==> src/rtl/midpoint_circle_point_generator_assert.svh <==
// Assertion macros for the midpoint circle point generator.
// Used by the top level; expects clk and arst_n in scope.
`ifndef MIDPOINT_CIRCLE_POINT_GENERATOR_ASSERT_SVH
`define MIDPOINT_CIRCLE_POINT_GENERATOR_ASSERT_SVH

// same-cycle implication
`define MCPG_ASSERT_IMP(lbl, ante, cons) \
	lbl: assert property (@(posedge clk) disable iff (!arst_n) (ante) |-> (cons)) \
		else $error("mcpg assertion failed");

// next-cycle implication
`define MCPG_ASSERT_NXT(lbl, ante, cons) \
	lbl: assert property (@(posedge clk) disable iff (!arst_n) (ante) |=> (cons)) \
		else $error("mcpg assertion failed");

`endif

==> src/rtl/mcpg_pkg.sv <==
// Package for the midpoint circle point generator: widths, codes, step descriptor.
// No dependencies.
`default_nettype none
package mcpg_pkg;
	localparam int COORD_BITS  = 12;
	localparam int RADIUS_BITS = 11;
	localparam int PT_BITS     = COORD_BITS + 2;
	localparam int DEC_BITS    = RADIUS_BITS + 4;
	localparam int IN_DATA_W   = ((2 * COORD_BITS + RADIUS_BITS + 7) / 8) * 8;
	localparam int OUT_DATA_W  = ((2 * PT_BITS + 7) / 8) * 8;
	localparam int FIFO_DEPTH  = 2;
	localparam int FIFO_PTR_W  = $clog2(FIFO_DEPTH);

	localparam logic REQ_START   = 1'b0;
	localparam logic REQ_ADVANCE = 1'b1;

	typedef struct packed {
		logic [COORD_BITS-1:0]  cx;
		logic [COORD_BITS-1:0]  cy;
		logic [RADIUS_BITS-1:0] ox;
		logic [RADIUS_BITS-1:0] oy;
		logic                   done;
	} step_t;
endpackage
`default_nettype wire

==> src/rtl/mcpg_front.sv <==
// Front end: accepts requests, keeps circle state, runs the decision update.
// Pushes one step descriptor per advance on a running circle. Depends on mcpg_pkg.
`default_nettype none
module mcpg_front (
	input  wire                            clk,
	input  wire                            arst_n,
	input  wire                            in_valid,
	output logic                           in_ready,
	input  wire                            req_type,
	input  wire [mcpg_pkg::COORD_BITS-1:0]  center_x,
	input  wire [mcpg_pkg::COORD_BITS-1:0]  center_y,
	input  wire [mcpg_pkg::RADIUS_BITS-1:0] radius,
	output logic                           push,
	output mcpg_pkg::step_t                push_data,
	input  wire                            full
);
	import mcpg_pkg::*;

	localparam int SW = DEC_BITS + 1;
	localparam logic signed [SW-1:0] K3  = SW'(3);
	localparam logic signed [SW-1:0] K6  = SW'(6);
	localparam logic signed [SW-1:0] K10 = SW'(10);

	logic [COORD_BITS-1:0]  cx_q, cy_q;
	logic [RADIUS_BITS-1:0] ox_q, oy_q;
	logic [DEC_BITS-1:0]    dec_q;
	logic                   active_q;

	logic                   accept;
	logic signed [SW-1:0]   xs, ys, rs, ds, dsum, dinit;
	logic [RADIUS_BITS-1:0] ox_nx, oy_nx;
	logic                   dec_neg;

	assign in_ready = !full;
	assign accept   = in_valid && in_ready;

	always_comb begin
		xs      = $signed({{(SW-RADIUS_BITS){1'b0}}, ox_q});
		ys      = $signed({{(SW-RADIUS_BITS){1'b0}}, oy_q});
		rs      = $signed({{(SW-RADIUS_BITS){1'b0}}, radius});
		ds      = $signed({dec_q[DEC_BITS-1], dec_q});
		dec_neg = dec_q[DEC_BITS-1];
		dinit   = K3 - (rs <<< 1);
		if (dec_neg) begin
			dsum  = ds + (xs <<< 2) + K6;
			oy_nx = oy_q;
		end else begin
			dsum  = ds + ((xs - ys) <<< 2) + K10;
			oy_nx = (oy_q != '0) ? oy_q - 1'b1 : oy_q;
		end
		ox_nx = ox_q + 1'b1;
	end

	assign push           = accept && (req_type == REQ_ADVANCE) && active_q;
	assign push_data.cx   = cx_q;
	assign push_data.cy   = cy_q;
	assign push_data.ox   = ox_q;
	assign push_data.oy   = oy_q;
	assign push_data.done = ox_nx > oy_nx;

	always_ff @(posedge clk or negedge arst_n) begin
		if (!arst_n) begin
			cx_q     <= '0;
			cy_q     <= '0;
			ox_q     <= '0;
			oy_q     <= '0;
			dec_q    <= '0;
			active_q <= 1'b0;
		end else if (accept) begin
			if (req_type == REQ_START) begin
				cx_q     <= center_x;
				cy_q     <= center_y;
				ox_q     <= '0;
				oy_q     <= radius;
				dec_q    <= dinit[DEC_BITS-1:0];
				active_q <= 1'b1;
			end else if (active_q) begin
				ox_q     <= ox_nx;
				oy_q     <= oy_nx;
				dec_q    <= dsum[DEC_BITS-1:0];
				active_q <= !(ox_nx > oy_nx);
			end
		end
	end
endmodule
`default_nettype wire

==> src/rtl/mcpg_fifo.sv <==
// Short step queue between front and back ends.
// Depends on mcpg_pkg.
`default_nettype none
module mcpg_fifo (
	input  wire             clk,
	input  wire             arst_n,
	input  wire             push,
	input  mcpg_pkg::step_t push_data,
	output logic            full,
	input  wire             pop,
	output mcpg_pkg::step_t pop_data,
	output logic            empty
);
	import mcpg_pkg::*;

	step_t                mem_q [FIFO_DEPTH];
	logic [FIFO_PTR_W-1:0] wr_q, rd_q;
	logic [FIFO_PTR_W:0]   cnt_q;

	assign full     = cnt_q == (FIFO_PTR_W+1)'(FIFO_DEPTH);
	assign empty    = cnt_q == '0;
	assign pop_data = mem_q[rd_q];

	always_ff @(posedge clk) begin
		if (push) begin
			mem_q[wr_q] <= push_data;
		end
	end

	always_ff @(posedge clk or negedge arst_n) begin
		if (!arst_n) begin
			wr_q  <= '0;
			rd_q  <= '0;
			cnt_q <= '0;
		end else begin
			if (push) begin
				wr_q <= (wr_q == FIFO_PTR_W'(FIFO_DEPTH-1)) ? '0 : wr_q + 1'b1;
			end
			if (pop) begin
				rd_q <= (rd_q == FIFO_PTR_W'(FIFO_DEPTH-1)) ? '0 : rd_q + 1'b1;
			end
			if (push && !pop) begin
				cnt_q <= cnt_q + 1'b1;
			end else if (pop && !push) begin
				cnt_q <= cnt_q - 1'b1;
			end
		end
	end
endmodule
`default_nettype wire

==> src/rtl/mcpg_back.sv <==
// Back end: expands one step descriptor into eight octant points.
// Registered output stage, one point per cycle while out_ready is high. Depends on mcpg_pkg.
`default_nettype none
module mcpg_back (
	input  wire                         clk,
	input  wire                         arst_n,
	input  wire                         empty,
	input  mcpg_pkg::step_t             head,
	output logic                        pop,
	output logic                        out_valid,
	input  wire                         out_ready,
	output logic [mcpg_pkg::PT_BITS-1:0] point_x,
	output logic [mcpg_pkg::PT_BITS-1:0] point_y,
	output logic                        step_last,
	output logic                        circle_done
);
	import mcpg_pkg::*;

	step_t               cur_q;
	logic                busy_q;
	logic [2:0]          idx_q;
	logic                vld_q;
	logic [PT_BITS-1:0]  px_q, py_q;
	logic                last_q, done_q;

	logic                adv, at_end;
	logic [RADIUS_BITS-1:0] oa, ob;
	logic [PT_BITS-1:0]  cxe, cye, ae, be, px, py;

	assign adv    = busy_q && (!vld_q || out_ready);
	assign at_end = idx_q == 3'd7;
	assign pop    = !empty && (!busy_q || (adv && at_end));

	always_comb begin
		oa  = idx_q[2] ? cur_q.oy : cur_q.ox;
		ob  = idx_q[2] ? cur_q.ox : cur_q.oy;
		cxe = {{(PT_BITS-COORD_BITS){1'b0}}, cur_q.cx};
		cye = {{(PT_BITS-COORD_BITS){1'b0}}, cur_q.cy};
		ae  = {{(PT_BITS-RADIUS_BITS){1'b0}}, oa};
		be  = {{(PT_BITS-RADIUS_BITS){1'b0}}, ob};
		px  = idx_q[1] ? cxe - ae : cxe + ae;
		py  = idx_q[0] ? cye - be : cye + be;
	end

	always_ff @(posedge clk) begin
		if (adv) begin
			px_q   <= px;
			py_q   <= py;
			last_q <= at_end;
			done_q <= at_end && cur_q.done;
		end
		if (pop) begin
			cur_q <= head;
		end
	end

	always_ff @(posedge clk or negedge arst_n) begin
		if (!arst_n) begin
			busy_q <= 1'b0;
			idx_q  <= '0;
			vld_q  <= 1'b0;
		end else begin
			if (adv) begin
				vld_q <= 1'b1;
				idx_q <= idx_q + 1'b1;
				if (at_end) begin
					busy_q <= 1'b0;
				end
			end else if (out_ready) begin
				vld_q <= 1'b0;
			end
			if (pop) begin
				busy_q <= 1'b1;
				idx_q  <= '0;
			end
		end
	end

	assign out_valid   = vld_q;
	assign point_x     = px_q;
	assign point_y     = py_q;
	assign step_last   = last_q;
	assign circle_done = done_q;
endmodule
`default_nettype wire

==> src/rtl/midpoint_circle_point_generator.sv <==
// Midpoint circle point generator, top level.
// Instantiates mcpg_front, mcpg_fifo and mcpg_back; depends on mcpg_pkg and the assert header.
//
// Usage:
//   Slave stream: s_tuser is the request kind (start or advance), s_tdata carries
//   centre and radius. A start loads a circle and yields no output. An advance on a
//   running circle yields eight points on the master stream; an advance with no
//   circle running yields nothing.
//   Master stream: m_tdata carries one point, m_tlast marks the eighth point of a
//   step, m_tuser marks the last point of the circle.
//   Path: an accepted advance passes through the step queue, the back end's step register
//   and its output register before m_tvalid rises.
//   Throughput: one point per cycle while m_tready is high; the back end emits one
//   point per cycle through its output register, eight points per advance.
//   The front end takes requests while the two-entry step queue has room, so starts
//   and advances keep flowing while points are being drained.
//   Stall: when m_tready is low the point holds; the queue fills and then s_tready
//   drops until the back end moves again.
//   Reset: arst_n clears all control state; no circle runs and no output is valid.
`default_nettype none
`include "midpoint_circle_point_generator_assert.svh"
module midpoint_circle_point_generator (
	input  wire                          clk,
	input  wire                          arst_n,
	input  wire                          s_tvalid,
	output logic                         s_tready,
	// center_x, center_y, radius, zero pad
	input  wire [mcpg_pkg::IN_DATA_W-1:0] s_tdata,
	// req_type
	input  wire                          s_tuser,
	output logic                         m_tvalid,
	input  wire                          m_tready,
	// point_x, point_y, zero pad
	output logic [mcpg_pkg::OUT_DATA_W-1:0] m_tdata,
	// circle_done
	output logic                         m_tuser,
	// step_last
	output logic                         m_tlast
);
	import mcpg_pkg::*;

	logic               push, pop, full, empty;
	step_t              push_data, head;
	logic [PT_BITS-1:0] point_x, point_y;

	mcpg_front u_front (
		.clk       (clk),
		.arst_n    (arst_n),
		.in_valid  (s_tvalid),
		.in_ready  (s_tready),
		.req_type  (s_tuser),
		.center_x  (s_tdata[COORD_BITS-1:0]),
		.center_y  (s_tdata[2*COORD_BITS-1:COORD_BITS]),
		.radius    (s_tdata[2*COORD_BITS+RADIUS_BITS-1:2*COORD_BITS]),
		.push      (push),
		.push_data (push_data),
		.full      (full)
	);

	mcpg_fifo u_fifo (
		.clk       (clk),
		.arst_n    (arst_n),
		.push      (push),
		.push_data (push_data),
		.full      (full),
		.pop       (pop),
		.pop_data  (head),
		.empty     (empty)
	);

	mcpg_back u_back (
		.clk         (clk),
		.arst_n      (arst_n),
		.empty       (empty),
		.head        (head),
		.pop         (pop),
		.out_valid   (m_tvalid),
		.out_ready   (m_tready),
		.point_x     (point_x),
		.point_y     (point_y),
		.step_last   (m_tlast),
		.circle_done (m_tuser)
	);

	assign m_tdata = {{(OUT_DATA_W-2*PT_BITS){1'b0}}, point_y, point_x};

	`MCPG_ASSERT_IMP(a_done_is_last, m_tvalid && m_tuser, m_tlast)
	`MCPG_ASSERT_IMP(a_no_push_full, push, !full)
	`MCPG_ASSERT_IMP(a_no_pop_empty, pop, !empty)
	`MCPG_ASSERT_NXT(a_step_continues, m_tvalid && m_tready && !m_tlast, m_tvalid)
endmodule
`default_nettype wire
==> config.mk <==
export PLATFORM = sky130hd
export DESIGN_NAME = midpoint_circle_point_generator
export DESIGN_NICKNAME = d
export VERILOG_FILES = /design/src/rtl/mcpg_pkg.sv /design/src/rtl/mcpg_front.sv /design/src/rtl/mcpg_fifo.sv /design/src/rtl/mcpg_back.sv /design/src/rtl/midpoint_circle_point_generator.sv
export VERILOG_INCLUDE_DIRS = /design/src /design/src/rtl
export SDC_FILE = /design/constraint.sdc
export NUM_CORES = 1
export LEC_CHECK = 0
export BUFFER_PORTS_ARGS = -buffer_cell sky130_fd_sc_hd__buf_4
export CAP_MARGIN = 20
export CORE_ASPECT_RATIO = 0.9
export CORE_MARGIN = 3
export CORE_UTILIZATION = 35
export CTS_CLUSTER_SIZE = 14
export DETAILED_ROUTE_END_ITERATION = 10
export HOLD_SLACK_MARGIN = 0.1
export PLACE_DENSITY = 0.64
export SYNTH_ARGS = -nofsm -noshare
export SYNTH_HDL_FRONTEND = slang
export SYNTH_SLANG_ARGS = --single-unit
==> constraint.sdc <==
create_clock -name clk -period 4.1 [get_ports clk]
set_clock_uncertainty 0.15 [all_clocks]
set_input_delay 0.205 -clock clk [delete_from_list [all_inputs] [get_ports clk]]
set_output_delay 0.205 -clock clk [all_outputs]
set_load 0.01 [all_outputs]
# Word level (Yosys, flattened, before mapping)
# Memory sizes are Yosys's and may differ from the RTL's. A register that Yosys moved wholly into a read port is not among the register bits.
# Index checks and enable logic that the tools add are counted.
[totals]
reg_bits = 101
ramBits = 94
inputBits = 45
output_inout_bits = 36
word_cells = 94
mem_count = 1
[mem_list]
columns = ["name", "words", "width", "read_ports", "rd_ports_with_merged_regs", "wr", "line_no", "source"]
rows = [
  ["u_fifo.mem_q", 2, 47, 1, 1, 1, "mcpg_fifo.sv:16", "step_t mem_q [FIFO_DEPTH];"],
]
[classes]
addsub = 17
magnitude_cmp = 1
n_eq_ne = 3
muxes = 28
bitwise_logic = 1
n_reduce_logical = 27
[op_table]
columns = ["op", "count"]
rows = [
  ["2-to-1 mux 11 bit", 8],
  ["2-to-1 mux 15 bit", 3],
  ["adder 15 x 14 -> 15 bit", 2],
  ["2-to-1 mux 14 bit", 2],
  ["adder 12 x 11 -> 13 bit", 2],
  ["subtractor 12 x 11 -> 13 bit", 2],
  ["adder 15 x 4 -> 15 bit (second input constant)", 1],
  ["adder 15 x 5 -> 15 bit (second input constant)", 1],
  ["subtractor 2 x 12 -> 13 bit (first input constant)", 1],
  ["subtractor 11 x 11 -> 12 bit", 1],
  ["adder 11 x 1 -> 11 bit (second input constant)", 1],
  ["greater-than comparator 11 bit", 1],
  ["2-to-1 mux 1 bit", 11],
  ["nonzero test 11 bit", 1],
  ["subtractor 11 x 1 -> 11 bit (second input constant)", 1],
  ["logical AND 1 bit", 9],
  ["nonzero test 2 bit", 4],
  ["zero test 1 bit", 7],
  ["2-to-1 mux 3 bit", 2],
  ["AND reduction 2 bit", 3],
  ["2-to-1 mux 2 bit", 2],
  ["adder 3 x 1 -> 3 bit (second input constant)", 1],
  ["== test 3 bit (second input constant)", 1],
  ["adder 1 bit (second input constant)", 2],
  ["other kinds (7)", 8],
]

# Logic depth before layout (Yosys ltp)
# Gate-level depths: netlist of the first run.
[logic_depth]
ltp_word = 9
ltp_mapped = 20
mapped_depth_nobuf = 20

# Modules after synthesis
# From an unflattened synthesis of the first run, not the netlist that was laid out.
[hier_totals]
hier_cells = 1225
area_unflattened_um2 = 13808.2
[modules_own_cells]
columns = ["module", "n_inst", "cells_per_inst", "area_per_inst_um2", "seq_area_each_um2"]
rows = [
  ["mcpg_front", 1, 624, 5165.0, 1526.5],
  ["mcpg_back", 1, 434, 4952.2, 2437.3],
  ["mcpg_fifo", 1, 162, 3657.3, 2922.8],
  ["midpoint_circle_point_generator", 1, 5, 33.8, 0.0],
]

# Worst setup path before layout of the first run
# Ideal clock, no wire load.
[synth_timing]
kind = "register to register"
startpoint = "reg u_back.idx_q[1]"
endpoint = "reg u_fifo.cnt_q[1]"
setup_ns = 0.079
arrival_ns = 4.135
t_required_ns = 3.871
slack_ns = -0.264
path_stages_with_launch = 10
path_buffers = 0
period_less_slack_ns = 4.364
cell_sequence = "dfrtp_1 ha_1 ha_1 nand2_1 a21oi_1 inv_1 ha_1 xor2_1 nor2_1 xor2_1"
[synth_between]
elab_chain_cells = 7
elab_cells_between_ends = 9
cone_classes = "1 x eq/ne; 1 x mux; 7 x reduce/logical"
[synth_lines]
columns = ["item", "line_no", "source"]
rows = [
  ["start: declaration", "mcpg_back.sv:21", "logic [2:0] idx_q;"],
  ["start signal: assignment", "mcpg_back.sv:65", "idx_q <= idx_q + 1'b1;"],
  ["== test 3 bit *", "mcpg_back.sv:31", "assign at_end = idx_q == 3'd7;"],
  ["via u_back.at_end", "mcpg_back.sv:26", "logic adv, at_end;"],
  ["logical AND 1 bit *", "mcpg_back.sv:32", "assign pop = !empty && (!busy_q || (adv && at_end));"],
  ["logical OR 1 bit *", "mcpg_back.sv:32", ""],
  ["logical AND 1 bit *", "mcpg_back.sv:32", ""],
  ["via pop", "midpoint_circle_point_generator.sv:42", "logic push, pop, full, empty;"],
  ["zero test 1 bit", "mcpg_fifo.sv:42", "if (push && !pop) begin"],
  ["logical AND 1 bit", "mcpg_fifo.sv:42", ""],
  ["2-to-1 mux 2 bit or nonzero test 2 bit (tied branches)", "n/a", ""],
  ["end signal: assignment", "mcpg_fifo.sv:43", "cnt_q <= cnt_q + 1'b1;"],
  ["end signal: assignment", "mcpg_fifo.sv:45", "cnt_q <= cnt_q - 1'b1;"],
  ["end: declaration", "mcpg_fifo.sv:18", "logic [FIFO_PTR_W:0] cnt_q;"],
]
# Mark *: on every way through the listed nets, which the timed path passes. The rest lies on a longest branch.
# A chain may end at the register's enable or synchronous reset.

# Worst setup path in the final report of the first run
[layout_timing]
startpoint = "reg u_front.ox_q[0]"
endpoint = "reg u_front.dec_q[14]"
[layout_between]
elab_chain_cells = 6
elab_cells_between_ends = 8
cone_classes = "5 x add/sub; 3 x mux"
[layout_lines]
columns = ["item", "line_no", "source"]
rows = [
  ["start: declaration", "mcpg_front.sv:25", "logic [RADIUS_BITS-1:0] ox_q, oy_q;"],
  ["start signal: assignment", "mcpg_front.sv:78", "ox_q <= ox_nx;"],
  ["subtractor 11 x 11 -> 12 bit", "mcpg_front.sv:48", "dsum = ds + ((xs - ys) <<< 2) + K10;"],
  ["adder 15 x 14 -> 15 bit", "mcpg_front.sv:48", ""],
  ["adder 15 x 5 -> 15 bit", "mcpg_front.sv:48", ""],
  ["2-to-1 mux 15 bit *", "mcpg_front.sv:44", "if (dec_neg) begin"],
  ["2-to-1 mux 15 bit *", "mcpg_front.sv:77", "end else if (active_q) begin"],
  ["2-to-1 mux 15 bit *", "mcpg_front.sv:70", "if (req_type == REQ_START) begin"],
  ["end signal: assignment", "mcpg_front.sv:75", "dec_q <= dinit[DEC_BITS-1:0];"],
  ["end signal: assignment", "mcpg_front.sv:80", "dec_q <= dsum[DEC_BITS-1:0];"],
  ["end: declaration", "mcpg_front.sv:26", "logic [DEC_BITS-1:0] dec_q;"],
]
# Every way passes the cells marked *; elsewhere a longest branch is shown, timed or not. The select of a mux whose other input is x is not followed.

==> impl_results.html, run 1 <==
<table>
<tr><th>Metric</th><th>Value</th></tr>
<tr><th colspan="2">Synthesis</th></tr>
<tr><td>Cells after synthesis</td><td>1,152</td></tr>
<tr><td>Mux contribution to synthesized area</td><td>8.265%</td></tr>
<tr><td>Synthesis Warnings</td><td>0</td></tr>
<tr><td>Largest family of logic cells by synthesized area</td><td>compound AO/OA/AOI/OAI gates</td></tr>
<tr><td>Area fraction in compound gates after synthesis</td><td>12.79%</td></tr>
<tr><td>Synth Area in XOR/XNOR</td><td>4.827%</td></tr>
<tr><td>Commonest register cell after synthesis</td><td>edfxtp_1</td></tr>
<tr><td>Synth area leaders</td><td>edfxtp_1 (38%), dfrtp_1 (13%), ha_1 (11%)</td></tr>
<tr><td>Largest area contributor in the synthesized netlist</td><td>edfxtp_1</td></tr>
<tr><td>Total standard cell area after synthesis</td><td>0.01361 sq mm</td></tr>
<tr><td>Fraction of the yosys area taken by sequential cells</td><td>50.60%</td></tr>
<tr><td>Synth top cells by count</td><td>edfxtp_1 (171), ha_1 (119), inv_1 (84), mux2_2 (75), dfrtp_1 (70)</td></tr>
<tr><td>Share of flip-flops with an asynchronous set or reset after synthesis</td><td>29.05%</td></tr>
<tr><td>Post-Synth Adder-Cell Area</td><td>11.97%</td></tr>
<tr><td>Number of register bits inferred by synthesis</td><td>241</td></tr>
<tr><td>Simple-Gate Fraction of Synth Area</td><td>7.879%</td></tr>
<tr><td>Number of flops mapped to enable cells by yosys</td><td>171</td></tr>
<tr><td>Top cell type's share of synthesized area</td><td>37.73%</td></tr>
<tr><td>Most common cell in the synthesized netlist</td><td>edfxtp_1</td></tr>
<tr><td>Synth unique cells</td><td>72</td></tr>
<tr><td>Mean area per synthesized cell</td><td>11.81 sq um</td></tr>
<tr><th colspan="2">Die</th></tr>
<tr><td>Area inside the core boundary</td><td>0.03781 sq mm</td></tr>
<tr><td>Io pins</td><td>81</td></tr>
<tr><td>Horiz. Die Dim</td><td>213.9 microns</td></tr>
<tr><td>Number of cell rows</td><td>67</td></tr>
<tr><td>Initial Utilization</td><td>36.00%</td></tr>
<tr><td>Die outline area</td><td>0.04129 sq mm</td></tr>
<tr><td>Vertical extent of the die</td><td>193.1 microns</td></tr>
<tr><th colspan="2">Worst setup path</th></tr>
<tr><td>CP Data Arrival Time</td><td>4.16 ns</td></tr>
<tr><td>Length in cells of the worst reg-to-reg path</td><td>19</td></tr>
<tr><td>Slack of the worst reg-to-reg path</td><td>0.26 ns</td></tr>
<tr><td>Data required time of the worst path</td><td>4.42 ns</td></tr>
<tr><td>Total stage count of the critical path</td><td>19</td></tr>
<tr><td>Most used cell along the critical path</td><td>a21oi_2</td></tr>
<tr><td>Cell family with the largest share of critical-path delay</td><td>compound AO/OA/AOI/OAI gates</td></tr>
<tr><td>Total buffers and inverters traversed by the critical path</td><td>2</td></tr>
<tr><td>Highest net fanout along the worst path</td><td>5</td></tr>
<tr><td>Slowest stage cell on the critical path</td><td>dfrtp_1</td></tr>
<tr><td>Worst R2R Start</td><td>u_front.ox_q[0]</td></tr>
<tr><td>Nature of the critical path endpoint</td><td>flip-flop</td></tr>
<tr><td>Cells along the critical path</td><td>inv_1 &gt; ha_1 &gt; inv_1 &gt; fa_2 &gt; a21o_1 &gt; a21oi_2 &gt; o21bai_1 &gt; a21oi_2 &gt; xnor2_1 &gt; ha_1 &gt; ha_2 &gt; or2_1 &gt; a221oi_2 &gt; o21ai_1 &gt; a31o_1 &gt; a21oi_2 &gt; xnor2_2 &gt; nand2_1 &gt; o211ai_2</td></tr>
<tr><td>Class of the most critical setup path</td><td>flip-flop to flip-flop</td></tr>
<tr><td>Startpoint kind of the worst setup timing path</td><td>flip-flop</td></tr>
<tr><td>Capturing point of the worst reg2reg path</td><td>u_front.dec_q[14]</td></tr>
<tr><td>Biggest cell delay along the critical path</td><td>0.38 ns</td></tr>
<tr><th colspan="2">Worst hold path</th></tr>
<tr><td>WHS Path Cells</td><td>3</td></tr>
<tr><td>End point of the worst hold path</td><td>u_front.cy_q[6]</td></tr>
<tr><td>Worst min path class</td><td>input port to flip-flop</td></tr>
<tr><td>Hold Startpoint</td><td>s_tdata[18]</td></tr>
<tr><th colspan="2">Global route</th></tr>
<tr><td>Global-route usage over all layers</td><td>14.68%</td></tr>
<tr><td>Sum of overflow across all layers after global routing</td><td>0</td></tr>
<tr><td>Number of antenna violations at the first check in global routing</td><td>0</td></tr>
<tr><td>Global-route wire length before repair</td><td>48,280 microns</td></tr>
<tr><td>Vias in the first global route</td><td>9,016</td></tr>
<tr><td>Maximum number of pins on one net before global-route repair</td><td>51</td></tr>
<tr><th colspan="2">Detailed routing</th></tr>
<tr><td>Via count</td><td>9,165</td></tr>
<tr><td>Starting DRC count in detailed routing</td><td>605</td></tr>
<tr><td>Average wire per standard cell</td><td>16.56 microns</td></tr>
<tr><td>DRC</td><td>0</td></tr>
<tr><td>Length of the first detailed-routing pass in iterations</td><td>7</td></tr>
<tr><td>Antenna viol nets, final</td><td>0</td></tr>
<tr><td>Number of vias per cell</td><td>5.016</td></tr>
<tr><td>Detailed Route WL</td><td>30,250 microns</td></tr>
<tr><th colspan="2">Placement</th></tr>
<tr><td>Inst Count DP</td><td>1,728</td></tr>
<tr><td>Port bufs</td><td>71</td></tr>
<tr><td>Area after DPL</td><td>0.01487 sq mm</td></tr>
<tr><td>Minimum setup slack after placement</td><td>0.1540 ns</td></tr>
<tr><td>RD Place Congestion</td><td>0.8407</td></tr>
<tr><td>HPWL Detailed</td><td>21,520 microns</td></tr>
<tr><th colspan="2">Finish</th></tr>
<tr><td>Final design instance area without fill</td><td>0.01624 sq mm</td></tr>
<tr><td># nets final</td><td>1,461</td></tr>
<tr><td># fillers</td><td>3,499</td></tr>
<tr><td>Growth of design area from synthesis to finish</td><td>19.35%</td></tr>
<tr><td>Seq. cell area</td><td>0.006889 sq mm</td></tr>
<tr><td>Post-layout utilization of the core</td><td>42.96%</td></tr>
<tr><td>Multi-input gate area</td><td>0.006291 sq mm</td></tr>
<tr><td>Diodes inserted</td><td>0</td></tr>
<tr><td>Final instance count without filler cells</td><td>1,827</td></tr>
<tr><td>Fraction of final layout cells with drive strength greater than 1</td><td>18.47%</td></tr>
<tr><th colspan="2">Pwr</th></tr>
<tr><td>Worst supply voltage drop on vdd</td><td>378.5 uV</td></tr>
<tr><td>Power per cell area</td><td>717.6 mW/mm^2</td></tr>
<tr><td>Switching Power</td><td>4.380 mW</td></tr>
<tr><td>LEAKAGE</td><td>6.602 nW</td></tr>
<tr><td>Switching share of total power</td><td>37.58%</td></tr>
<tr><td>Logic pwr share</td><td>47.3%</td></tr>
<tr><td>Sequential group share of total power</td><td>33.6%</td></tr>
<tr><td>Fraction of power consumed by the clock network</td><td>19.1%</td></tr>
<tr><td>Final Power</td><td>11.66 mW</td></tr>
<tr><td>Internal power of the cells</td><td>7.276 mW</td></tr>
<tr><th colspan="2">Clocking</th></tr>
<tr><td>Number of CTS-inserted buffers</td><td>26</td></tr>
<tr><td>Clock latency of the later-clocked register in the worst-skew pair</td><td>0.55 ns</td></tr>
<tr><td>Clock-pin transition on the worst setup and hold timing paths</td><td>0.06 ns</td></tr>
<tr><td>Clock sink count</td><td>241</td></tr>
<tr><td>Max Buffers Root-to-Sink</td><td>3</td></tr>
<tr><td>CTS tree</td><td>done</td></tr>
<tr><td>Buffer type at the clock tree root</td><td>clkbuf_16</td></tr>
<tr><td>Post-CTS setup buffers</td><td>0</td></tr>
<tr><td>H-tree Lvls</td><td>1</td></tr>
<tr><th colspan="2">STA</th></tr>
<tr><td>Final worst path period need</td><td>3.845 ns</td></tr>
<tr><td>Slew at the pin closest to its max-slew limit</td><td>0.6840 ns</td></tr>
<tr><td>Min setup slack post-route</td><td>0.2551 ns</td></tr>
<tr><td>Final count of hold timing violations</td><td>0</td></tr>
<tr><td>Final period utilization</td><td>93.78%</td></tr>
<tr><td>Number of max-slew violations in the final report</td><td>0</td></tr>
<tr><td>Post-route setup TNS</td><td>0 ns</td></tr>
<tr><td>Smallest hold slack</td><td>0.2844 ns</td></tr>
<tr><td>Achievable Freq</td><td>260.1 MHz</td></tr>
<tr><td>Max-slew headroom at the worst pin</td><td>54.35%</td></tr>
<tr><td>Setup violations, final</td><td>0</td></tr>
<tr><td>RSZ-0062 raised after global routing</td><td>false</td></tr>
<tr><th colspan="2">Run status</th></tr>
<tr><td>Result of the run</td><td>finished, final reports clean</td></tr>
<tr><th colspan="2">Flow run</th></tr>
<tr><td>Total of max-cap violations</td><td>0</td></tr>
</table>
[cell usage in the layout, fill, tap and decap left out, drive strengths merged, types with 8 or more instances in the layout]
cell         instances
o21ai               67
dlygate4sd3         49
nand3               17
mux2i               28
nor2b               12
o21a                11
nand2               64
o211ai               9
a21o                10
dfrtp               70
nor2                65
xor2                21
inv                 88
edfxtp             171
a31oi                8
nor3                19
clkbuf              36
a21oi               74
nand2b              12
buf                 98
ha                 119
xnor2               54
mux2                75
a22o                10
[sequential cells by signal, summed over array words and instances, names as in the netlist, 2 cells and up]
signal,flops
u_back.point_y,14
u_front.cx_q,12
u_front.ox_q,11
u_front.dec_q,14
u_front.cy_q,12
u_front.oy_q,11
u_back.idx_q,3
u_fifo.mem_q,94
u_back.point_x,14
u_fifo.cnt_q,2
u_back.cur_q,47
[kinds of logic after synthesis]
logic type                 count (synthesis)
DFF                                      241
xor gates and xnor gates                  75
other                                      1
buffers and inverters                    125
muxes                                    103
and+or+nand+nor                          225
AOI/OAI and AO/OA                        256
adders and majority gates                126
[power by group through the flow]
stage	combinational (mW)	clock [mW]	sequential, mW
2_1_floorplan	3.98	0	3.87
3_3_place_gp	5.19	0	3.93
3_5_place_dp	5.31	0	3.96
4_1_cts	5.43	2.29	3.91
5_1_grt	6.12	2.38	4.00
6_report	5.52	2.22	3.92
[timing repair]
item / CTS / global route
hold buffers: 50 / 0
resized for setup: 0 / 6
hold endpoints to repair: 122 / 0
endpoints found under the setup margin: 0 / 2
[worst reg2reg max path, stage by stage, from the launching register on]
cell and delay, ns:
dfrtp_1 0.38, inv_1 0.08, ha_1 0.17, inv_1 0.06, fa_2 0.35, a21o_1 0.18
a21oi_2 0.17, o21bai_1 0.09, a21oi_2 0.16, xnor2_1 0.15, ha_1 0.26, ha_2 0.21
or2_1 0.26, a221oi_2 0.25, o21ai_1 0.15, a31o_1 0.24, a21oi_2 0.18, xnor2_2 0.14
nand2_1 0.09, o211ai_2 0.07
[how the worst max path moves through the flow]
stage                                from           endpoint
final                     u_front.ox_q[0]  u_front.dec_q[14]
after global routing      u_front.ox_q[0]  u_front.dec_q[14]
after CTS                 u_front.ox_q[0]  u_front.dec_q[14]
after detailed placement  u_front.ox_q[0]  u_front.dec_q[14]
after global placement    u_front.ox_q[0]  u_front.dec_q[14]
after floorplan           u_front.ox_q[0]  u_front.dec_q[14]
[layer usage]
metal | share of wire [%] | vias to the layer above | global-route usage [%]
met5 | 0 | - | 0
met4 | 1.4 | 0 | 3.329
met3 | 5.0 | 32 | 2.071
met2 | 45 | 213 | 23.82
met1 | 48 | 4418 | 20.97
li1 | - | 4502 | -
[area by class of cell]
type	count	area share (%)
Multi-Input combinational cell	789	38.73
Tap cell	517	3.982
Timing Repair Buffer	147	7.949
Sequential cell	241	42.41
Clock buffer	36	4.298
Inverter	85	1.964
Clock inverter	12	0.6625
Power figures use the tool's default switching activity.
==> inputs of run 2 (changes only) <==
--- a/config.mk
+++ b/config.mk
@@ -8,13 +8,15 @@
 export LEC_CHECK = 0
 export BUFFER_PORTS_ARGS = -buffer_cell sky130_fd_sc_hd__buf_4
 export CAP_MARGIN = 20
+export CELL_PAD_IN_SITES_DETAIL_PLACEMENT = 0
+export CELL_PAD_IN_SITES_GLOBAL_PLACEMENT = 1
 export CORE_ASPECT_RATIO = 0.9
 export CORE_MARGIN = 3
 export CORE_UTILIZATION = 35
 export CTS_CLUSTER_SIZE = 14
 export DETAILED_ROUTE_END_ITERATION = 10
 export HOLD_SLACK_MARGIN = 0.1
-export PLACE_DENSITY = 0.64
+export PLACE_DENSITY = 0.73
 export SYNTH_ARGS = -nofsm -noshare
 export SYNTH_HDL_FRONTEND = slang
 export SYNTH_SLANG_ARGS = --single-unit
==> impl_results.html, run 2 (synthesized netlist as in run 1, its figures left out) <==
<table>
<tr><th>Metric</th><th>Value</th></tr>
<tr><th colspan="2">Run status</th></tr>
<tr><td>Result of the run</td><td>finished, final reports clean (unchanged)</td></tr>
<tr><th colspan="2">STA</th></tr>
<tr><td>Setup violations, final</td><td>0 (unchanged)</td></tr>
<tr><td>Achievable Freq</td><td>257.3 MHz (was 260.1 MHz)</td></tr>
<tr><td>Final worst path period need</td><td>3.887 ns (was 3.845 ns)</td></tr>
<tr><td>Final period utilization</td><td>94.80% (was 93.78%)</td></tr>
<tr><td>Min setup slack post-route</td><td>0.2133 ns (was 0.2551 ns)</td></tr>
<tr><td>Number of max-slew violations in the final report</td><td>0 (unchanged)</td></tr>
<tr><td>Max-slew headroom at the worst pin</td><td>33.86% (was 54.35%)</td></tr>
<tr><td>Slew at the pin closest to its max-slew limit</td><td>0.9921 ns (was 0.6840 ns)</td></tr>
<tr><td>Final count of hold timing violations</td><td>0 (unchanged)</td></tr>
<tr><th colspan="2">Global route</th></tr>
<tr><td>Sum of overflow across all layers after global routing</td><td>0 (unchanged)</td></tr>
<tr><td>Global-route wire length before repair</td><td>49,430 microns (was 48,280 microns)</td></tr>
<tr><td>Global-route usage over all layers</td><td>15.08% (was 14.68%)</td></tr>
<tr><td>Vias in the first global route</td><td>9,337 (was 9,016)</td></tr>
<tr><td>Maximum number of pins on one net before global-route repair</td><td>46 (was 51)</td></tr>
<tr><td>Number of antenna violations at the first check in global routing</td><td>0 (unchanged)</td></tr>
<tr><th colspan="2">Die</th></tr>
<tr><td>Area inside the core boundary</td><td>0.03781 sq mm (unchanged)</td></tr>
<tr><td>Vertical extent of the die</td><td>193.1 microns (unchanged)</td></tr>
<tr><td>Die outline area</td><td>0.04129 sq mm (unchanged)</td></tr>
<tr><td>Number of cell rows</td><td>67 (unchanged)</td></tr>
<tr><td>Horiz. Die Dim</td><td>213.9 microns (unchanged)</td></tr>
<tr><td>Io pins</td><td>81 (unchanged)</td></tr>
<tr><td>Initial Utilization</td><td>36.00% (unchanged)</td></tr>
<tr><th colspan="2">Worst setup path</th></tr>
<tr><td>Data required time of the worst path</td><td>4.42 ns (about the same)</td></tr>
<tr><td>Highest net fanout along the worst path</td><td>5 (unchanged)</td></tr>
<tr><td>Nature of the critical path endpoint</td><td>flip-flop (unchanged)</td></tr>
<tr><td>Startpoint kind of the worst setup timing path</td><td>flip-flop (unchanged)</td></tr>
<tr><td>CP Data Arrival Time</td><td>4.21 ns (was 4.16 ns)</td></tr>
<tr><td>Class of the most critical setup path</td><td>flip-flop to flip-flop (unchanged)</td></tr>
<tr><th colspan="2">Clocking</th></tr>
<tr><td>Max Buffers Root-to-Sink</td><td>3 (unchanged)</td></tr>
<tr><td>Clock-pin transition on the worst setup and hold timing paths</td><td>0.07 ns (was 0.06 ns)</td></tr>
<tr><td>H-tree Lvls</td><td>1 (unchanged)</td></tr>
<tr><td>Number of CTS-inserted buffers</td><td>25 (was 26)</td></tr>
<tr><td>Clock latency of the later-clocked register in the worst-skew pair</td><td>0.56 ns (was 0.55 ns)</td></tr>
<tr><td>Clock sink count</td><td>241 (unchanged)</td></tr>
<tr><td>Buffer type at the clock tree root</td><td>clkbuf_16 (unchanged)</td></tr>
<tr><td>CTS tree</td><td>done (unchanged)</td></tr>
<tr><th colspan="2">Pwr</th></tr>
<tr><td>Switching Power</td><td>4.376 mW (was 4.380 mW)</td></tr>
<tr><td>Worst supply voltage drop on vdd</td><td>366.7 uV (was 378.5 uV)</td></tr>
<tr><td>Internal power of the cells</td><td>7.328 mW (was 7.276 mW)</td></tr>
<tr><td>LEAKAGE</td><td>6.612 nW (was 6.602 nW)</td></tr>
<tr><td>Sequential group share of total power</td><td>33.7% (was 33.6%)</td></tr>
<tr><td>Power per cell area</td><td>720.5 mW/mm^2 (was 717.6 mW/mm^2)</td></tr>
<tr><td>Switching share of total power</td><td>37.39% (was 37.58%)</td></tr>
<tr><td>Fraction of power consumed by the clock network</td><td>19.8% (was 19.1%)</td></tr>
<tr><td>Logic pwr share</td><td>46.6% (was 47.3%)</td></tr>
<tr><th colspan="2">Placement</th></tr>
<tr><td>HPWL Detailed</td><td>21,960 microns (was 21,520 microns)</td></tr>
<tr><td>Port bufs</td><td>71 (unchanged)</td></tr>
<tr><td>Minimum setup slack after placement</td><td>0.1085 ns (was 0.1540 ns)</td></tr>
<tr><td>RD Place Congestion</td><td>0.8302 (was 0.8407)</td></tr>
<tr><td>Area after DPL</td><td>0.01491 sq mm (was 0.01487 sq mm)</td></tr>
<tr><th colspan="2">Finish</th></tr>
<tr><td>Most common cell after layout, fill and taps aside</td><td>edfxtp_1 (unchanged)</td></tr>
<tr><td>Fraction of final layout cells with drive strength greater than 1</td><td>18.84% (was 18.47%)</td></tr>
<tr><td># nets final</td><td>1,463 (was 1,461)</td></tr>
<tr><td>Final design instance area without fill</td><td>0.01625 sq mm (was 0.01624 sq mm)</td></tr>
<tr><td>Flip-flop count of the largest register after layout</td><td>94 (unchanged)</td></tr>
<tr><td>Growth of design area from synthesis to finish</td><td>19.37% (was 19.35%)</td></tr>
<tr><td>Commonest cells after routing, fill and taps aside</td><td>edfxtp_1 (171), ha_1 (117), buf_4 (102) (was edfxtp_1 (171), ha_1 (117), buf_4 (94))</td></tr>
<tr><td>Diodes inserted</td><td>0 (unchanged)</td></tr>
<tr><td>Most flops, register</td><td>u_fifo.mem_q (unchanged)</td></tr>
<tr><td>Biggest regs</td><td>u_fifo.mem_q: 94 flops, u_back.cur_q: 47 flops (unchanged)</td></tr>
<tr><td># fillers</td><td>3,511 (was 3,499)</td></tr>
<tr><th colspan="2">Detailed routing</th></tr>
<tr><td>Antenna viol nets, final</td><td>0 (unchanged)</td></tr>
<tr><td>Detailed Route WL</td><td>30,610 microns (was 30,250 microns)</td></tr>
<tr><td>Via count</td><td>9,062 (was 9,165)</td></tr>
<tr><td>Length of the first detailed-routing pass in iterations</td><td>5 (was 7)</td></tr>
<tr><td>Starting DRC count in detailed routing</td><td>536 (was 605)</td></tr>
<tr><td>DRC</td><td>0 (unchanged)</td></tr>
<tr><td>Average wire per standard cell</td><td>16.75 microns (was 16.56 microns)</td></tr>
<tr><td>Number of vias per cell</td><td>4.957 (was 5.016)</td></tr>
<tr><th colspan="2">Worst hold path</th></tr>
<tr><td>Worst min path class</td><td>input port to asynchronous set/reset pin (was input port to flip-flop)</td></tr>
<tr><th colspan="2">Flow run</th></tr>
<tr><td>Total of max-cap violations</td><td>0 (unchanged)</td></tr>
</table>
[run 2: cell types whose count changed in the layout (fill, tap and decap cells not counted), moves of 2 or more]
| cell | delta |
|---|---|
| buf_4 | +8 |
| dlygate4sd3_1 | -3 |
| inv_6 | -3 |
| bufinv_16 | +2 |
| clkbuf_1 | -2 |
| clkinv_4 | +2 |
| clkinvlp_4 | +2 |
[run 2: worst paths after layout]
kind                                 startpoint             endpoint  slack, ns  cells past startpoint
worst max register to register  u_front.ox_q[0]    u_front.dec_q[14]       0.21                     19
min in group clk                    s_tdata[15]      u_front.cy_q[3]       0.28                      3
worst min-delay path                     arst_n      u_front.oy_q[0]        0.1                      2
worst max-delay path            u_front.ox_q[0]    u_front.dec_q[14]       0.21                     19
worst min register to register  u_front.cx_q[3]  u_fifo.mem_q[1][38]       0.32                      0
max in group asynchronous                arst_n          u_fifo.rd_q       2.83                      3
[run 2: power by group through the flow]
stage               clock network [mW]  registers [mW]  logic [mW]
floorplan                            0            3.87        3.98
global placement                     0            3.96        5.23
detailed placement                   0            4.00        5.28
CTS                               2.38            3.95        5.39
global route                      2.47            4.03        6.11
finish                            2.31            3.94        5.45
[run 2: timing repair]
action	4_1_cts	5_1_grt
resized for setup	0	6
setup buffers	0	0
endpoints found under the setup margin	0	1
hold buffers	46	0
endpoints found under the hold margin	97	0
[run 2: per-layer routing]
metal  vias to the layer above  routed length, microns  global-route usage (%)
met4                         0                     795                   4.142
met3                        46                    1136                   2.022
met1                      4341                   14960                   20.81
met2                       168                   13720                   25.07
met5                         -                       0                       0
li1                       4507                       -                       -
[run 2: final cells by class]
| type | count | area [sq um] | area share, % |
|---|---|---|---|
| timing repair buffer | 150 | 1274 | 7.840 |
| clock buffer | 32 | 651.9 | 4.013 |
| sequential | 241 | 6888 | 42.40 |
| inverter | 85 | 319.1 | 1.964 |
| tap | 517 | 646.9 | 3.982 |
| multi-input combinational | 789 | 6294 | 38.74 |
| clock inverter | 14 | 172.7 | 1.063 |
[run 2: critical path: stages, from the launching register on]
cell	delay, ns
dfrtp_1	0.37
inv_1	0.08
ha_2	0.18
inv_1	0.05
fa_1	0.39
a21o_1	0.18
a21oi_2	0.17
o21bai_1	0.10
a21oi_2	0.17
xnor2_1	0.17
ha_1	0.27
ha_2	0.21
or2_1	0.27
a221oi_4	0.24
o21ai_2	0.10
a31o_1	0.23
a21oi_2	0.17
xnor2_2	0.14
nand2_1	0.09
o211ai_2	0.07
[run 2: through the flow]
step / hold slack (ns) / power [mW] / cells / util, % / TNS (ns)
global placement: 0.1518 / 9.196 / 1735 / 39.42 / 0
finish: 0.09597 / 11.70 / 1828 / 42.97 / 0
CTS: 0.1045 / 11.71 / 1827 / 42.82 / 0
floorplan: -0.2406 / 7.846 / 1155 / - / 0
global route: 0.1468 / 12.60 / 1828 / 42.97 / -0.01160
detailed placement: 0.1619 / 9.277 / 1735 / 39.42 / 0
==> inputs of run 3 (changes only) <==
--- a/config.mk
+++ b/config.mk
@@ -12,11 +12,11 @@
 export CELL_PAD_IN_SITES_GLOBAL_PLACEMENT = 1
 export CORE_ASPECT_RATIO = 0.9
 export CORE_MARGIN = 3
-export CORE_UTILIZATION = 35
+export CORE_UTILIZATION = 40
 export CTS_CLUSTER_SIZE = 14
 export DETAILED_ROUTE_END_ITERATION = 10
 export HOLD_SLACK_MARGIN = 0.1
-export PLACE_DENSITY = 0.73
+export PLACE_DENSITY = 0.8
 export SYNTH_ARGS = -nofsm -noshare
 export SYNTH_HDL_FRONTEND = slang
 export SYNTH_SLANG_ARGS = --single-unit
==> impl_results.html, run 3 (synthesized netlist as in run 1, its figures left out) <==
<table>
<tr><th>Metric</th><th>Value</th></tr>
<tr><th colspan="2">Finish</th></tr>
<tr><td>Multi-input gate area</td><td>0.006274 sq mm (was 0.006294 sq mm)</td></tr>
<tr><td>Commonest cells after routing, fill and taps aside</td><td>edfxtp_1 (171), ha_1 (117), buf_4 (96) (was edfxtp_1 (171), ha_1 (117), buf_4 (102))</td></tr>
<tr><td>Most common cell after layout, fill and taps aside</td><td>edfxtp_1 (unchanged)</td></tr>
<tr><td>Flip-flop count of the largest register after layout</td><td>94 (unchanged)</td></tr>
<tr><td>Growth of design area from synthesis to finish</td><td>18.53% (was 19.37%)</td></tr>
<tr><td>Seq. cell area</td><td>0.006889 sq mm (was 0.006888 sq mm)</td></tr>
<tr><td>Most flops, register</td><td>u_fifo.mem_q (unchanged)</td></tr>
<tr><td>Post-layout utilization of the core</td><td>48.50% (was 42.97%)</td></tr>
<tr><td>Diodes inserted</td><td>0 (unchanged)</td></tr>
<tr><td># fillers</td><td>2,973 (was 3,511)</td></tr>
<tr><td>Fraction of final layout cells with drive strength greater than 1</td><td>18.53% (was 18.84%)</td></tr>
<tr><td>Biggest regs</td><td>u_fifo.mem_q: 94 flops, u_back.cur_q: 47 flops (unchanged)</td></tr>
<tr><td># nets final</td><td>1,458 (was 1,463)</td></tr>
<tr><th colspan="2">Pwr</th></tr>
<tr><td>Fraction of power consumed by the clock network</td><td>20.3% (was 19.8%)</td></tr>
<tr><td>LEAKAGE</td><td>6.595 nW (was 6.612 nW)</td></tr>
<tr><td>Switching Power</td><td>4.331 mW (was 4.376 mW)</td></tr>
<tr><td>Power per cell area</td><td>725.3 mW/mm^2 (was 720.5 mW/mm^2)</td></tr>
<tr><td>Worst supply voltage drop on vdd</td><td>425.4 uV (was 366.7 uV)</td></tr>
<tr><td>Switching share of total power</td><td>37.01% (was 37.39%)</td></tr>
<tr><td>Sequential group share of total power</td><td>33.7% (about the same)</td></tr>
<tr><td>Internal power of the cells</td><td>7.370 mW (was 7.328 mW)</td></tr>
<tr><td>Logic pwr share</td><td>45.9% (was 46.6%)</td></tr>
<tr><th colspan="2">Die</th></tr>
<tr><td>Area inside the core boundary</td><td>0.03326 sq mm (was 0.03781 sq mm)</td></tr>
<tr><td>Number of cell rows</td><td>63 (was 67)</td></tr>
<tr><td>Horiz. Die Dim</td><td>200.4 microns (was 213.9 microns)</td></tr>
<tr><td>Io pins</td><td>81 (unchanged)</td></tr>
<tr><td>Initial Utilization</td><td>40.91% (was 36.00%)</td></tr>
<tr><td>Die outline area</td><td>0.03628 sq mm (was 0.04129 sq mm)</td></tr>
<tr><td>Vertical extent of the die</td><td>181.0 microns (was 193.1 microns)</td></tr>
<tr><th colspan="2">STA</th></tr>
<tr><td>Final worst path period need</td><td>3.867 ns (was 3.887 ns)</td></tr>
<tr><td>Min setup slack post-route</td><td>0.2334 ns (was 0.2133 ns)</td></tr>
<tr><td>RSZ-0062 raised after global routing</td><td>false</td></tr>
<tr><td>Max-slew headroom at the worst pin</td><td>38.37% (was 33.86%)</td></tr>
<tr><td>Slew at the pin closest to its max-slew limit</td><td>0.9245 ns (was 0.9921 ns)</td></tr>
<tr><td>Final count of hold timing violations</td><td>0 (unchanged)</td></tr>
<tr><td>Setup violations, final</td><td>0 (unchanged)</td></tr>
<tr><td>Achievable Freq</td><td>258.6 MHz (was 257.3 MHz)</td></tr>
<tr><td>Number of max-slew violations in the final report</td><td>0 (unchanged)</td></tr>
<tr><td>Post-route setup TNS</td><td>0 ns (unchanged)</td></tr>
<tr><td>Final period utilization</td><td>94.31% (was 94.80%)</td></tr>
<tr><td>Smallest hold slack</td><td>0.1294 ns (was 0.09597 ns)</td></tr>
<tr><th colspan="2">Run status</th></tr>
<tr><td>Result of the run</td><td>finished, final reports clean (unchanged)</td></tr>
<tr><th colspan="2">Worst setup path</th></tr>
<tr><td>Worst R2R Start</td><td>u_front.ox_q[0] (unchanged)</td></tr>
<tr><td>Highest net fanout along the worst path</td><td>5 (unchanged)</td></tr>
<tr><td>Slowest stage cell on the critical path</td><td>fa_1 (unchanged)</td></tr>
<tr><td>CP Data Arrival Time</td><td>4.12 ns (was 4.21 ns)</td></tr>
<tr><td>Data required time of the worst path</td><td>4.36 ns (was 4.42 ns)</td></tr>
<tr><td>Most used cell along the critical path</td><td>a21oi_2 (unchanged)</td></tr>
<tr><td>Class of the most critical setup path</td><td>flip-flop to flip-flop (unchanged)</td></tr>
<tr><td>Nature of the critical path endpoint</td><td>flip-flop (unchanged)</td></tr>
<tr><td>Timing startpoint of the critical path</td><td>u_front.ox_q[0] (unchanged)</td></tr>
<tr><td>Cells along the critical path</td><td>inv_1 &gt; ha_2 &gt; inv_1 &gt; fa_1 &gt; a21o_1 &gt; a21oi_2 &gt; o21bai_1 &gt; a21oi_2 &gt; xnor2_1 &gt; ha_1 &gt; ha_2 &gt; or2_1 &gt; a221oi_2 &gt; o21ai_1 &gt; a31o_1 &gt; a21oi_2 &gt; xnor2_2 &gt; nand2_1 &gt; o211ai_2 (was inv_1 &gt; ha_2 &gt; inv_1 &gt; fa_1 &gt; a21o_1 &gt; a21oi_2 &gt; o21bai_1 &gt; a21oi_2 &gt; xnor2_1 &gt; ha_1 &gt; ha_2 &gt; or2_1 &gt; a221oi_4 &gt; o21ai_2 &gt; a31o_1 &gt; a21oi_2 &gt; xnor2_2 &gt; nand2_1 &gt; o211ai_2)</td></tr>
<tr><td>Biggest cell delay along the critical path</td><td>0.39 ns (about the same)</td></tr>
<tr><td>Startpoint kind of the worst setup timing path</td><td>flip-flop (unchanged)</td></tr>
<tr><th colspan="2">Global route</th></tr>
<tr><td>Vias in the first global route</td><td>8,969 (was 9,337)</td></tr>
<tr><td>Sum of overflow across all layers after global routing</td><td>0 (unchanged)</td></tr>
<tr><td>Number of antenna violations at the first check in global routing</td><td>0 (unchanged)</td></tr>
<tr><td>Maximum number of pins on one net before global-route repair</td><td>52 (was 46)</td></tr>
<tr><td>Global-route wire length before repair</td><td>47,970 microns (was 49,430 microns)</td></tr>
<tr><td>Global-route usage over all layers</td><td>16.18% (was 15.08%)</td></tr>
<tr><th colspan="2">Worst hold path</th></tr>
<tr><td>Worst min path class</td><td>input port to asynchronous set/reset pin (unchanged)</td></tr>
<tr><th colspan="2">Placement</th></tr>
<tr><td>Minimum setup slack after placement</td><td>0.1166 ns (was 0.1085 ns)</td></tr>
<tr><td>RD Place Congestion</td><td>0.8387 (was 0.8302)</td></tr>
<tr><td>HPWL Detailed</td><td>21,240 microns (was 21,960 microns)</td></tr>
<tr><td>Port bufs</td><td>71 (unchanged)</td></tr>
<tr><th colspan="2">Clocking</th></tr>
<tr><td>H-tree Lvls</td><td>1 (unchanged)</td></tr>
<tr><td>Clock latency of the later-clocked register in the worst-skew pair</td><td>0.54 ns (was 0.56 ns)</td></tr>
<tr><td>Buffer type at the clock tree root</td><td>clkbuf_16 (unchanged)</td></tr>
<tr><td>Clock sink count</td><td>241 (unchanged)</td></tr>
<tr><td>Max Buffers Root-to-Sink</td><td>3 (unchanged)</td></tr>
<tr><td>CTS tree</td><td>done (unchanged)</td></tr>
<tr><td>Post-CTS setup buffers</td><td>0 (unchanged)</td></tr>
<tr><td>Number of CTS-inserted buffers</td><td>25 (unchanged)</td></tr>
<tr><td>Clock-pin transition on the worst setup and hold timing paths</td><td>0.06 ns (was 0.07 ns)</td></tr>
<tr><th colspan="2">Detailed routing</th></tr>
<tr><td>DRT met1 WL</td><td>14,540 microns (was 14,960 microns)</td></tr>
<tr><td>Detailed Route WL</td><td>29,850 microns (was 30,610 microns)</td></tr>
<tr><td>Average wire per standard cell</td><td>16.95 microns (was 16.75 microns)</td></tr>
<tr><td>Starting DRC count in detailed routing</td><td>547 (was 536)</td></tr>
<tr><td>DRC</td><td>0 (unchanged)</td></tr>
<tr><td>Uppermost routed layer</td><td>met4 (unchanged)</td></tr>
<tr><td>Antenna viol nets, final</td><td>0 (unchanged)</td></tr>
<tr><td>Length of routed met3 wiring</td><td>1312 microns (was 1136 microns)</td></tr>
<tr><td>Number of vias per cell</td><td>5.166 (was 4.957)</td></tr>
<tr><td>Length of the first detailed-routing pass in iterations</td><td>5 (unchanged)</td></tr>
<tr><td>Via count</td><td>9,097 (was 9,062)</td></tr>
<tr><td>Met2 routed wirelength</td><td>13,450 microns (was 13,720 microns)</td></tr>
<tr><th colspan="2">Flow run</th></tr>
<tr><td>Total of max-cap violations</td><td>0 (unchanged)</td></tr>
</table>
run 3: what timing repair did:
item | in CTS | in global routing
setup endpoints to repair | 0 | 3
resized for setup | 0 | 6
hold buffers | 48 | 0
hold endpoints to repair | 102 | 0
run 3: through the flow:
step | area, sq um | cells | total power [mW]
after global routing | 16130 | 1761 | 12.56
after detailed placement | 14760 | 1666 | 9.244
after global placement | 14760 | 1666 | 9.133
final | 16130 | 1761 | 11.70
after floorplan | 13620 | 1155 | 7.846
after CTS | 16100 | 1760 | 11.74
run 3: per-layer routing:
layer	track usage [%]	up-vias
met5	0	-
met4	3.821	0
met3	2.144	38
met2	26.12	203
met1	23.31	4362
li1	-	4494
run 3: cell type report:
type                    instances  share of cell area (%)
flip-flops and latches        241                   42.71
inverters                      85                   1.978
clock inverters                13                   1.233
multi-input cells             789                   38.89
well taps                     455                   3.529
repair buffers                145                   7.539
clock buffers                  33                   4.126
run 3: critical path: cells and delay by family, from the launching register on:
family / cells / cell delay, ns
AOI/OAI and AO/OA: 9 / 1.45
xor gates and xnor gates: 2 / 0.25
adders and majority gates: 4 / 1.05
buffers and inverters: 2 / 0.13
DFF: 1 / 0.37
and+or+nand+nor: 2 / 0.32
run 3: final timing paths:
check / to / slack, ns / cells after the start
min in group clk: u_front.cy_q[11] / 0.30 / 3
max in group asynchronous: u_fifo.rd_q / 2.87 / 3
worst max register to register: u_front.dec_q[14] / 0.23 / 19
worst min register to register: u_fifo.mem_q[1][38] / 0.31 / 0
worst max-delay path: u_front.dec_q[14] / 0.23 / 19
worst min-delay path: u_fifo.wr_q / 0.13 / 2
run 3: power by group through the flow:
stage,sequential [mW],clock (mW),combinational (mW)
finish,3.95,2.38,5.37
global route,4.03,2.52,6.01
CTS,3.95,2.43,5.37
detailed placement,3.99,0,5.25
global placement,3.95,0,5.18
floorplan,3.87,0,3.98
